--- src/apic_mmio_pkg.sv ---
// apic_mmio_pkg: register offsets, select codes and fixed values of the APIC
// register window model. No dependencies; imported by apic_mmio_register_model_core.
package apic_mmio_pkg;

  // widths of the request fields
  localparam int unsigned AddrW  = 40;
  localparam int unsigned DataW  = 32;
  localparam int unsigned OffW   = 12;   // largest window is 4 KiB
  localparam int unsigned SlotW  = 5;    // entry number taken from the select value

  // local APIC register offsets
  localparam logic [OffW-1:0] OffLocalId    = 12'h020;
  localparam logic [OffW-1:0] OffLocalVer   = 12'h030;
  localparam logic [OffW-1:0] OffTaskPrio   = 12'h080;
  localparam logic [OffW-1:0] OffLogDest    = 12'h0D0;
  localparam logic [OffW-1:0] OffDestFmt    = 12'h0E0;
  localparam logic [OffW-1:0] OffSpurious   = 12'h0F0;
  localparam logic [OffW-1:0] OffCmdLow     = 12'h300;
  localparam logic [OffW-1:0] OffCmdHigh    = 12'h310;
  localparam logic [OffW-1:0] OffTimerLvt   = 12'h320;
  localparam logic [OffW-1:0] OffTimerInit  = 12'h380;
  localparam logic [OffW-1:0] OffTimerCur   = 12'h390;
  localparam logic [OffW-1:0] OffTimerDiv   = 12'h3E0;

  // I/O APIC window offsets
  localparam logic [OffW-1:0] OffIoSelect   = 12'h000;
  localparam logic [OffW-1:0] OffIoData     = 12'h010;

  // I/O APIC internal register select codes
  localparam logic [DataW-1:0] SelIoId      = 32'h0000_0000;
  localparam logic [DataW-1:0] SelIoVer     = 32'h0000_0001;
  localparam logic [DataW-1:0] SelRedirLo   = 32'h0000_0010;
  localparam logic [DataW-1:0] SelRedirHi   = 32'h0000_003F;

  // fixed values
  localparam logic [DataW-1:0] LocalVersion = 32'h0005_0014;
  localparam logic [DataW-1:0] SpuriousRst  = 32'h0000_01FF;
  localparam logic [DataW-1:0] IoIdRst      = 32'h0000_0001;
  localparam logic [DataW-1:0] IoVerLow     = 32'h0000_0020;
  localparam int unsigned      EnableBit    = 8;

  // configuration register indexes
  typedef enum logic {
    CFG_LOCAL_ID = 1'b0,
    CFG_NONE     = 1'b1
  } cfg_reg_e;

endpackage

--- src/apic_mmio_register_model_core.sv ---
// apic_mmio_register_model_core: local APIC and I/O APIC register windows
// behind a stream request port, with an APB port for the local APIC ID.
// Depends on apic_mmio_pkg.

// One request is taken per clock while the result stream is not stalled. It is
// held in an input register, then decoded and applied to the register file as
// it moves to an output register, where its answer lands. The answer is offered
// on the result stream from that output register. A steady stream runs at one
// request per cycle when the result stream does not stall; register updates
// from one request are seen by the very next one. The result stream may stall:
// while it does, at most two requests are held (one in each register) before
// the request stream is refused.
module apic_mmio_register_model_core #(
  parameter logic [39:0] LOCAL_BASE   = 40'd4276092928,
  parameter int unsigned LOCAL_WINDOW = 4096,
  parameter logic [39:0] IO_BASE      = 40'd4273995776,
  parameter int unsigned IO_WINDOW    = 4096,
  parameter int unsigned REDIR_COUNT  = 24
) (
  input  logic        clk_i,
  input  logic        rst_ni,
  // request stream
  input  logic        s_axis_tvalid,
  output logic        s_axis_tready,
  input  logic [71:0] s_axis_tdata,   // [39:0] address, [71:40] write_data
  input  logic        s_axis_tuser,   // [0] cmd (0 read, 1 write)
  // result stream
  output logic        m_axis_tvalid,
  input  logic        m_axis_tready,
  output logic [39:0] m_axis_tdata,   // [31:0] read_data, [32] apic_enabled, rest zero
  // configuration port
  input  logic        psel,
  input  logic        penable,
  input  logic        pwrite,
  input  logic [2:0]  paddr,
  input  logic [31:0] pwdata,
  output logic [31:0] prdata,
  output logic        pready
);
  import apic_mmio_pkg::*;

  localparam logic [AddrW:0] LocalLo = {1'b0, LOCAL_BASE};
  localparam logic [AddrW:0] LocalHi = {1'b0, LOCAL_BASE} + (AddrW+1)'(LOCAL_WINDOW);
  localparam logic [AddrW:0] IoLo    = {1'b0, IO_BASE};
  localparam logic [AddrW:0] IoHi    = {1'b0, IO_BASE} + (AddrW+1)'(IO_WINDOW);
  localparam int unsigned    IdxW    = (REDIR_COUNT > 1) ? $clog2(REDIR_COUNT) : 1;
  localparam logic [DataW-1:0] IoVersion =
      ((DataW'(REDIR_COUNT) - 32'd1) << 16) | IoVerLow;

  // configuration register
  logic [7:0] local_id_q;
  cfg_reg_e   cfg_sel;

  assign pready  = 1'b1;
  assign cfg_sel = cfg_reg_e'(paddr[2]);

  always_ff @(posedge clk_i or negedge rst_ni) begin
    if (!rst_ni) begin
      local_id_q <= '0;
    end else if (psel && penable && pwrite && (cfg_sel == CFG_LOCAL_ID)) begin
      local_id_q <= pwdata[7:0];
    end
  end

  always_comb begin
    unique case (cfg_sel)
      CFG_LOCAL_ID: prdata = {24'd0, local_id_q};
      default:      prdata = '0;
    endcase
  end

  // input register
  logic             in_valid_q;
  logic             in_cmd_q;
  logic [AddrW-1:0] in_addr_q;
  logic [DataW-1:0] in_wdata_q;
  logic             out_valid_q;
  logic [DataW-1:0] out_rdata_q;
  logic             out_en_q;
  logic             adv;

  assign adv           = in_valid_q && (!out_valid_q || m_axis_tready);
  assign s_axis_tready = !in_valid_q || adv;

  always_ff @(posedge clk_i or negedge rst_ni) begin
    if (!rst_ni) begin
      in_valid_q <= 1'b0;
    end else if (s_axis_tready) begin
      in_valid_q <= s_axis_tvalid;
    end
  end

  always_ff @(posedge clk_i) begin
    if (s_axis_tready && s_axis_tvalid) begin
      in_cmd_q   <= s_axis_tuser;
      in_addr_q  <= s_axis_tdata[39:0];
      in_wdata_q <= s_axis_tdata[71:40];
    end
  end

  // register file
  logic [DataW-1:0] task_prio_q, log_dest_q, dest_fmt_q, spurious_q;
  logic [DataW-1:0] cmd_low_q, cmd_high_q, timer_lvt_q, timer_init_q;
  logic [DataW-1:0] timer_cur_q, timer_div_q, io_select_q, io_id_q;
  logic             sw_en_q;
  logic [63:0]      redir_q [REDIR_COUNT];

  // window decode
  logic [AddrW:0]   addr_x;
  logic             local_hit, io_hit;
  logic [OffW-1:0]  local_off, io_off;
  logic [SlotW-1:0] slot;
  logic             slot_ok;
  logic [IdxW-1:0]  redir_idx;
  logic             sel_hi;

  assign addr_x    = {1'b0, in_addr_q};
  assign local_hit = (addr_x >= LocalLo) && (addr_x < LocalHi);
  assign io_hit    = !local_hit && (addr_x >= IoLo) && (addr_x < IoHi);
  assign local_off = in_addr_q[OffW-1:0] - LOCAL_BASE[OffW-1:0];
  assign io_off    = in_addr_q[OffW-1:0] - IO_BASE[OffW-1:0];
  assign slot      = io_select_q[SlotW:1] - SlotW'(8);
  assign slot_ok   = (io_select_q >= SelRedirLo) && (io_select_q <= SelRedirHi)
                     && (32'(slot) < REDIR_COUNT);
  assign redir_idx = slot[IdxW-1:0];
  assign sel_hi    = io_select_q[0];

  // next register values and read data
  logic [DataW-1:0] rd;
  logic             wr;
  logic             we_tp, we_ld, we_df, we_sp, we_cl, we_ch, we_lvt, we_ti, we_td;
  logic             we_sel, we_ioid, we_redir;

  assign wr = in_cmd_q;

  always_comb begin
    rd       = '0;
    we_tp    = 1'b0;
    we_ld    = 1'b0;
    we_df    = 1'b0;
    we_sp    = 1'b0;
    we_cl    = 1'b0;
    we_ch    = 1'b0;
    we_lvt   = 1'b0;
    we_ti    = 1'b0;
    we_td    = 1'b0;
    we_sel   = 1'b0;
    we_ioid  = 1'b0;
    we_redir = 1'b0;
    if (local_hit) begin
      unique case (local_off)
        OffLocalId:   rd = {24'd0, local_id_q};
        OffLocalVer:  rd = LocalVersion;
        OffTaskPrio:  begin rd = task_prio_q;  we_tp  = wr; end
        OffLogDest:   begin rd = log_dest_q;   we_ld  = wr; end
        OffDestFmt:   begin rd = dest_fmt_q;   we_df  = wr; end
        OffSpurious:  begin rd = spurious_q;   we_sp  = wr; end
        OffCmdLow:    begin rd = cmd_low_q;    we_cl  = wr; end
        OffCmdHigh:   begin rd = cmd_high_q;   we_ch  = wr; end
        OffTimerLvt:  begin rd = timer_lvt_q;  we_lvt = wr; end
        OffTimerInit: begin rd = timer_init_q; we_ti  = wr; end
        OffTimerCur:  rd = timer_cur_q;
        OffTimerDiv:  begin rd = timer_div_q;  we_td  = wr; end
        default:      rd = '0;
      endcase
    end else if (io_hit) begin
      if (io_off == OffIoSelect) begin
        rd     = io_select_q;
        we_sel = wr;
      end else if (io_off == OffIoData) begin
        if (io_select_q == SelIoId) begin
          rd      = io_id_q;
          we_ioid = wr;
        end else if (io_select_q == SelIoVer) begin
          rd = IoVersion;
        end else if (slot_ok) begin
          rd       = sel_hi ? redir_q[redir_idx][63:32] : redir_q[redir_idx][31:0];
          we_redir = wr;
        end
      end
    end
  end

  // register updates, taken when the request moves to the output register
  always_ff @(posedge clk_i or negedge rst_ni) begin
    if (!rst_ni) begin
      task_prio_q  <= '0;
      log_dest_q   <= '0;
      dest_fmt_q   <= '0;
      spurious_q   <= SpuriousRst;
      sw_en_q      <= 1'b1;
      cmd_low_q    <= '0;
      cmd_high_q   <= '0;
      timer_lvt_q  <= '0;
      timer_init_q <= '0;
      timer_cur_q  <= '0;
      timer_div_q  <= '0;
      io_select_q  <= '0;
      io_id_q      <= IoIdRst;
    end else if (adv) begin
      if (we_tp)   task_prio_q <= in_wdata_q;
      if (we_ld)   log_dest_q  <= in_wdata_q;
      if (we_df)   dest_fmt_q  <= in_wdata_q;
      if (we_sp) begin
        spurious_q <= in_wdata_q;
        sw_en_q    <= in_wdata_q[EnableBit];
      end
      if (we_cl)   cmd_low_q   <= in_wdata_q;
      if (we_ch)   cmd_high_q  <= in_wdata_q;
      if (we_lvt)  timer_lvt_q <= in_wdata_q;
      if (we_ti) begin
        timer_init_q <= in_wdata_q;
        timer_cur_q  <= in_wdata_q;
      end
      if (we_td)   timer_div_q <= in_wdata_q;
      if (we_sel)  io_select_q <= in_wdata_q;
      if (we_ioid) io_id_q     <= in_wdata_q;
    end
  end

  // redirection table, one 32-bit half written per request
  always_ff @(posedge clk_i or negedge rst_ni) begin
    if (!rst_ni) begin
      for (int i = 0; i < REDIR_COUNT; i++) begin
        redir_q[i] <= '0;
      end
    end else if (adv && we_redir) begin
      for (int i = 0; i < REDIR_COUNT; i++) begin
        if (redir_idx == IdxW'(i)) begin
          if (sel_hi) redir_q[i][63:32] <= in_wdata_q;
          else        redir_q[i][31:0]  <= in_wdata_q;
        end
      end
    end
  end

  // output register
  always_ff @(posedge clk_i or negedge rst_ni) begin
    if (!rst_ni) begin
      out_valid_q <= 1'b0;
    end else if (!out_valid_q || m_axis_tready) begin
      out_valid_q <= in_valid_q;
    end
  end

  always_ff @(posedge clk_i) begin
    if (adv) begin
      out_rdata_q <= wr ? '0 : rd;
      out_en_q    <= we_sp ? in_wdata_q[EnableBit] : sw_en_q;
    end
  end

  assign m_axis_tvalid = out_valid_q;
  assign m_axis_tdata  = {7'd0, out_en_q, out_rdata_q};

  // checks
  a_enable_tracks_spurious: assert property (@(posedge clk_i) disable iff (!rst_ni)
    sw_en_q == spurious_q[EnableBit])
    else $error("software enable out of step with spurious vector bit");

  a_write_reads_zero: assert property (@(posedge clk_i) disable iff (!rst_ni)
    adv && in_cmd_q |=> m_axis_tdata[31:0] == '0)
    else $error("write request returned non-zero read data");

  a_timer_counts_agree: assert property (@(posedge clk_i) disable iff (!rst_ni)
    adv && we_ti |=> timer_init_q == timer_cur_q)
    else $error("timer initial write did not load the current count");

  a_ready_when_empty: assert property (@(posedge clk_i) disable iff (!rst_ni)
    !in_valid_q |-> s_axis_tready)
    else $error("request refused while the input register is empty");

endmodule

--- config.mk ---
export PLATFORM = sky130hd
export DESIGN_NAME = apic_mmio_register_model_core
export DESIGN_NICKNAME = d
export VERILOG_FILES = /design/src/apic_mmio_pkg.sv /design/src/apic_mmio_register_model_core.sv
export SDC_FILE = /design/constraint.sdc
export NUM_CORES = 2
export LEC_CHECK = 0
export BUFFER_PORTS_ARGS = -buffer_cell sky130_fd_sc_hd__buf_2
export CAP_MARGIN = 25
export CORE_UTILIZATION = 38
export CTS_CLUSTER_DIAMETER = 150
export DETAILED_ROUTE_END_ITERATION = 8
export PLACE_DENSITY = 0.55
export SKIP_CTS_REPAIR_TIMING = 1
export SYNTH_ARGS = -nofsm -noshare
export SYNTH_HDL_FRONTEND = slang
export SYNTH_SLANG_ARGS = --single-unit
--- constraint.sdc ---
create_clock -name clk_i -period 8.7 [get_ports clk_i]
set_input_delay 0.87 -clock clk_i [delete_from_list [all_inputs] [get_ports clk_i]]
set_output_delay 0.87 -clock clk_i [all_outputs]
set_load 0.02 [all_outputs]
* Yosys cells after proc, flatten, opt, wreduce, memory -nomap -nowiden *
Cells that the tools add are included.

word-level totals
  register bits = 2005
  input bits = 115
  output and inout port bits = 75
  word-level logic and storage cells = 243

operators by class
  $add $sub $neg = 1
  $lt $le $gt $ge = 8
  equal/unequal tests = 37
  muxes and demuxes = 47
  bitwise gates (word level) = 3
  reduce and logical (&&, ||, !) cells = 79

operator list
  kind                                                                 number
  one-hot mux 32 bit (11 select lines)                                 1
  binary-select mux 64 bit (select 5 bit)                              1
  2-to-1 mux 32 bit                                                    8
  AND reduction 3 bit                                                  48
  2-to-1 mux 64 bit                                                    2
  greater-or-equal comparator 40 x 32 -> 1 bit, second input constant  2
  less-than comparator 40 x 32 -> 1 bit, second input constant         2
  == test 12 x 10 -> 1 bit, second input constant                      6
  == test 12 x 8 -> 1 bit, second input constant                       4
  == test 5 x 4 -> 1 bit, second input constant                        8
  == test 5 bit, second input constant                                 8
  2-to-1 mux 1 bit                                                     34
  == test 32 x 1 -> 1 bit, second input constant                       1
  greater-or-equal comparator 32 x 5 -> 1 bit, second input constant   1
  <= comparator 32 x 6 -> 1 bit, second input constant                 1
  logical NOT 32 bit                                                   1
  == test 12 x 6 -> 1 bit, second input constant                       2
  AND reduction 2 bit                                                  11
  == test 5 x 3 -> 1 bit, second input constant                        4
  == test 12 x 5 -> 1 bit, second input constant                       1
  logical NOT 12 bit                                                   1
  logical AND 1 bit                                                    11
  == test 5 x 2 -> 1 bit, second input constant                        2
  2-to-1 mux 8 bit                                                     1
  10 further kinds                                                     14

* Logic depth before layout (Yosys ltp) *
  depth after elaboration = 13
  gate-level depth with buffers = 15
  depth with buffers taken out = 8

* Least setup slack after synthesis *
OpenSTA, ideal clock, no wires.

  path kind = reg2reg
  from = reg io_select_q[4]
  to = reg redir_q[321] in the netlist's numbering
  library setup time = 0.125 ns
  arrival time = 3.744 ns
  data required time = 8.575 ns
  path slack = 4.831 ns
  stages on the path, launching flop included = 14
  path buffers = 7
  clock period less this slack = 3.869 ns
  cells stage by stage = dfrtp_1 > clkbuf_1 > inv_2 > buf_1 > clkbuf_1 > ha_1 > clkbuf_1 > nor3_1 > clkbuf_1 > clkbuf_1 > nand3_1 > nor2_1 > buf_2 > mux2_2

between the ends
  cells in the longest elaborated chain, start to end = 12
  elaborated cells between the ends (all ways) = 18
  those cells by class = 1 x add/sub; 3 x order compare; 2 x eq/ne; 7 x mux; 5 x reduce/logical

ends and longest elaborated chain
  item                                                                    RTL line                                                                    text
  start: declaration                                                      apic_mmio_register_model_core.sv:104                                        logic [DataW-1:0] timer_cur_q, timer_div_q, io_select_q, io_id_q;
  start signal: assignment                                                apic_mmio_register_model_core.sv:216                                        if (we_sel) io_select_q <= in_wdata_q;
  subtractor 5 x 4 -> 5 bit (tied with other cells)                       apic_mmio_register_model_core.sv:122                                        assign slot = io_select_q[SlotW:1] - SlotW'(8);
  less-than comparator 5 bit / logical AND 1 bit (equally long branches)  apic_mmio_register_model_core.sv:124, apic_mmio_register_model_core.sv:123
  logical AND 1 bit                                                       apic_mmio_register_model_core.sv:124                                        && (32'(slot) < REDIR_COUNT);
  2-to-1 mux 1 bit                                                        apic_mmio_register_model_core.sv:176                                        end else if (slot_ok) begin
  2-to-1 mux 1 bit                                                        apic_mmio_register_model_core.sv:174                                        end else if (io_select_q == SelIoVer) begin
  2-to-1 mux 1 bit                                                        apic_mmio_register_model_core.sv:171                                        if (io_select_q == SelIoId) begin
  2-to-1 mux 1 bit                                                        apic_mmio_register_model_core.sv:170                                        end else if (io_off == OffIoData) begin
  2-to-1 mux 1 bit                                                        apic_mmio_register_model_core.sv:167                                        if (io_off == OffIoSelect) begin
  2-to-1 mux 1 bit                                                        apic_mmio_register_model_core.sv:166                                        end else if (io_hit) begin
  2-to-1 mux 1 bit                                                        apic_mmio_register_model_core.sv:150                                        if (local_hit) begin
  logical AND 1 bit                                                       apic_mmio_register_model_core.sv:227                                        end else if (adv && we_redir) begin
  AND reduction 3 bit (no source line) *                                  --
  end signal: indexed assignment                                          apic_mmio_register_model_core.sv:230                                        if (sel_hi) redir_q[i][63:32] <= in_wdata_q;
  end signal: indexed assignment                                          apic_mmio_register_model_core.sv:231                                        else redir_q[i][31:0] <= in_wdata_q;
  end: declaration                                                        apic_mmio_register_model_core.sv:106                                        logic [63:0] redir_q [REDIR_COUNT];

Mark *: on every way between the ends. The rest lies on a longest branch, timed or not.
A chain may end at the register's enable or synchronous reset.

* Worst setup path in the final report *
  from = reg in_addr_q[1]
  to = reg redir_q[1533] in the netlist's numbering

between the ends
  cells in the longest elaborated chain, start to end = 9
  elaborated cells between the ends (all ways) = 16
  those cells by class = 4 x order compare; 1 x eq/ne; 4 x mux; 7 x reduce/logical

ends and longest elaborated chain
  item                                                                                                          RTL line                              text
  start: declaration                                                                                            apic_mmio_register_model_core.sv:75   logic [AddrW-1:0] in_addr_q;
  start signal: assignment                                                                                      apic_mmio_register_model_core.sv:96   in_addr_q <= s_axis_tdata[39:0];
  greater-or-equal comparator 40 x 32 -> 1 bit / less-than comparator 40 x 32 -> 1 bit (equally long branches)  apic_mmio_register_model_core.sv:118  assign local_hit = (addr_x >= LocalLo) && (addr_x < LocalHi);
  logical AND 1 bit                                                                                             apic_mmio_register_model_core.sv:118
  logical NOT 1 bit                                                                                             apic_mmio_register_model_core.sv:119  assign io_hit = !local_hit && (addr_x >= IoLo) && (addr_x < IoHi);
  logical AND 1 bit (2 in a row)                                                                                apic_mmio_register_model_core.sv:119
  2-to-1 mux 1 bit                                                                                              apic_mmio_register_model_core.sv:166
  2-to-1 mux 1 bit *                                                                                            apic_mmio_register_model_core.sv:150
  logical AND 1 bit *                                                                                           apic_mmio_register_model_core.sv:227
  AND reduction 3 bit (no source line) *                                                                        --

Marks and branches as above.

==> results_dict.tcl <==
set metrics [dict create \
    finalMaxSlewViolations 0 \
    drt-initial-drc-count 3527 \
    initial_core_util_pct 38.4 \
    track_usage_pct 20.8 \
    grt_pass1_wl_mm 366 \
    final_common_cell "dfrtp_1" \
    synth_xor_area_share_pct 0.00976 \
    htree_levels 4 \
    fin_crit_ns 5.28 \
    wl_per_cell_um 27.4 \
    final.period_utilization_pct 60.7 \
    place_congestion 0.768 \
    coreArea_um2 234000 \
    setup_viol 0 \
    p_per_area_nw_per_um2 187 \
    drive_above_1_share_pct 51.6 \
    routed_via_density 5.68 \
    maxCapViolCount 0 \
    dp_hpwl_mm 144 \
    numClockSinks 2005 \
    crit_type "reg -> reg" \
    die_area_um2 238000 \
    regToRegStartpoint "in_addr_q[1]" \
    tightestPinTransition_ns 1.14 \
    cts_buffer_depth 3 \
    critPathCaptureType "flip-flop" \
    crit_arrival_ns 6.01 \
    synth_mux_area_share_pct 34.8 \
    fin_ws_ns 3.42 \
    yosysSeqAreaShare_pct 56.5 \
    portBuffers 131 \
    syn_avg_cell_area_um2 15.9 \
    route.detailed.drc 0 \
    rsz0062_at_grt "no" \
    cts_buffers 209 \
    synth_ff_type "dfrtp_1" \
    die_y_um 488 \
    startpoint "in_addr_q[1]" \
    num_vias 50483 \
    synth_compound_area_share_pct 3.29 \
    yosysWarnings 0 \
    pin_count 190 \
    clock_latency_ns 0.86 \
    peakVddDrop_mv 0.212 \
    path_max_fanout 21 \
    clock.fmax_mhz 189 \
    synthSimpleGateAreaFrac_pct 2.24 \
    synth-seq-cells 2005 \
    violations "hold timing" \
    fill_cells 20767 \
    fin_setup_tns_ns 0 \
    synth_top_family_by_area "multiplexers" \
    synth_area_um2 89700 \
    grt_max_degree 189 \
    final_nets 5696 \
    grt_overflow 0 \
    dr.pass1.iters 6 \
    pre_cts_slack_ns 3.45 \
    fin_skew_ns 0.0325 \
    path_clk_slew_ns 0.06 \
    grt_pass1_vias 53113 \
    mostFrequentLayoutCells "dfrtp_1 (1884), mux2_2 (1813), mux4_2 (429), clkbuf_16 (211), buf_4 (156)" \
    area_growth_pct 11.9 \
    synth_cells 5629 \
    ant_nets 0 \
    antenna_found_initial 13 \
    root_buffer "clkbuf_16" \
    synth-async-reset-ratio_pct 94.7 \
    maxSlewHeadroom_pct 23.5 \
    cts_tree "yes" \
    min_path_type "in -> async" \
    final-hold-violation-count 9 \
    synthAdderAreaFrac_pct 0.0279 \
    cellLeakagePower_nw 47.1 \
    fp.dieW_um 488 \
    rows 177 \
    cp.required_ns 9.43 \
    worstSetupStartpointType "flip-flop" \
    status "complete, but fails checks" \
    drt_wl_total_mm 244 \
    synth_cell_types 75 \
    holdWs_ns -0.0287 \
    synth-edff-count 106 \
]
-- worst max-delay path, cell delays in order, from the launching register on --
cell	delay, ns
edfxtp_1	0.37
or4_1	0.87
or3_4	0.54
nor4_4	0.29
nand4_4	0.62
buf_4	0.54
nor3_4	0.91
buf_4	0.52
mux2_2	0.39
-- sequential cells by signal, summed over array words and instances, names as in the netlist, 8 cells and up --
register / flops
cmd_high_q: 32
cmd_low_q: 32
dest_fmt_q: 32
in_addr_q: 40
in_wdata_q: 32
io_id_q: 32
io_select_q: 32
local_id_q: 8
log_dest_q: 32
out_rdata_q: 32
redir_q: 1536
spurious_q: 32
task_prio_q: 32
timer_cur_q: 32
timer_div_q: 32
timer_lvt_q: 32
-- logic make-up (layout without fill, tap and decap cells) --
family                   after synthesis  count (layout)
AO/OA/AOI/OAI                        361             361
XOR/XNOR                               1               1
adder cells (fa/ha/maj)                2               2
buffers and inverters                608             701
flip-flops                          2005            2005
multiplexers                        2344            2344
other                                  2              39
AND/OR/NAND/NOR                      306             306
-- report_power, final --
part | switching, mW | internal [mW] | leakage, nW | total, mW
logic | 0.433 | 0.0741 | 16.3 | 0.507
registers | 0.0247 | 9.44 | 27.5 | 9.47
clock network | 3.75 | 5.08 | 3.33 | 8.83
-- Yosys cell counts, drive strengths merged, types with 15 or more instances --
cell / count / area, um^2
and3: 16 / 100
nand4: 15 / 100
buf: 249 / 1440
nor4: 29 / 196
a31oi: 17 / 106
a21oi: 32 / 160
mux4: 429 / 9660
a22o: 29 / 254
dfrtp: 1888 / 47200
mux2: 1896 / 21400
nor2: 29 / 109
a222oi: 52 / 521
o22ai: 26 / 163
nor3: 66 / 669
edfxtp: 106 / 3180
a21boi: 18 / 135
nand2: 46 / 173
a221o: 57 / 571
mux2i: 19 / 190
clkbuf: 353 / 1330
a22oi: 52 / 390
nand3: 41 / 205
a221oi: 16 / 146
-- stage by stage --
| stage | cells | instance area, um^2 | hold WS (ns) | power [mW] | util [%] |
|---|---|---|---|---|---|
| final | 8891 | 100000 | -0.0287 | 18.8 | 43.0 |
| after global routing | 8885 | 100000 | 0.00704 | 19.5 | 43.0 |
| after CTS | 8881 | 100000 | 0.0161 | 19.0 | 42.9 |
| after detailed placement | 8497 | 93600 | 0.470 | 10.2 | 40.0 |
| after global placement | 8487 | 93300 | 0.463 | 10.1 | 39.9 |
| after floorplan | 5659 | 89800 | 0.452 | 9.82 | - |
-- routing by layer --
metal	track usage [%]	share of wire [%]	wire length, um	vias up
met5	0	0	0	-
met4	6.05	2.7	6500	0
met3	3.35	4.9	12000	357
met2	34.0	48	118000	1102
met1	28.3	44	107000	27851
li1	-	-	-	21173
-- cell type report --
class	instances	area (um^2)	share of cell area (%)
inverters	6	27.5	0.0274
repair buffers	311	2380	2.37
well taps	3132	3920	3.90
clock buffers	319	6170	6.14
multi-input cells	3046	36600	36.4
flip-flops and latches	2005	50700	50.5
clock inverters	65	608	0.606
diodes	7	17.5	0.0174
-- final timing paths --
kind                       slack (ns)  cells after the start       endpoint
max reg2reg                      3.42                      8  redir_q[1533]
min reg2reg                      0.48                      1  redir_q[1256]
max in group asynchronous        6.24                      3   redir_q[617]
min                             -0.03                      1   redir_q[280]
max                              3.42                      8  redir_q[1533]
min in group clk_i               0.19                      1  in_addr_q[28]
Power figures use the tool's default switching activity.
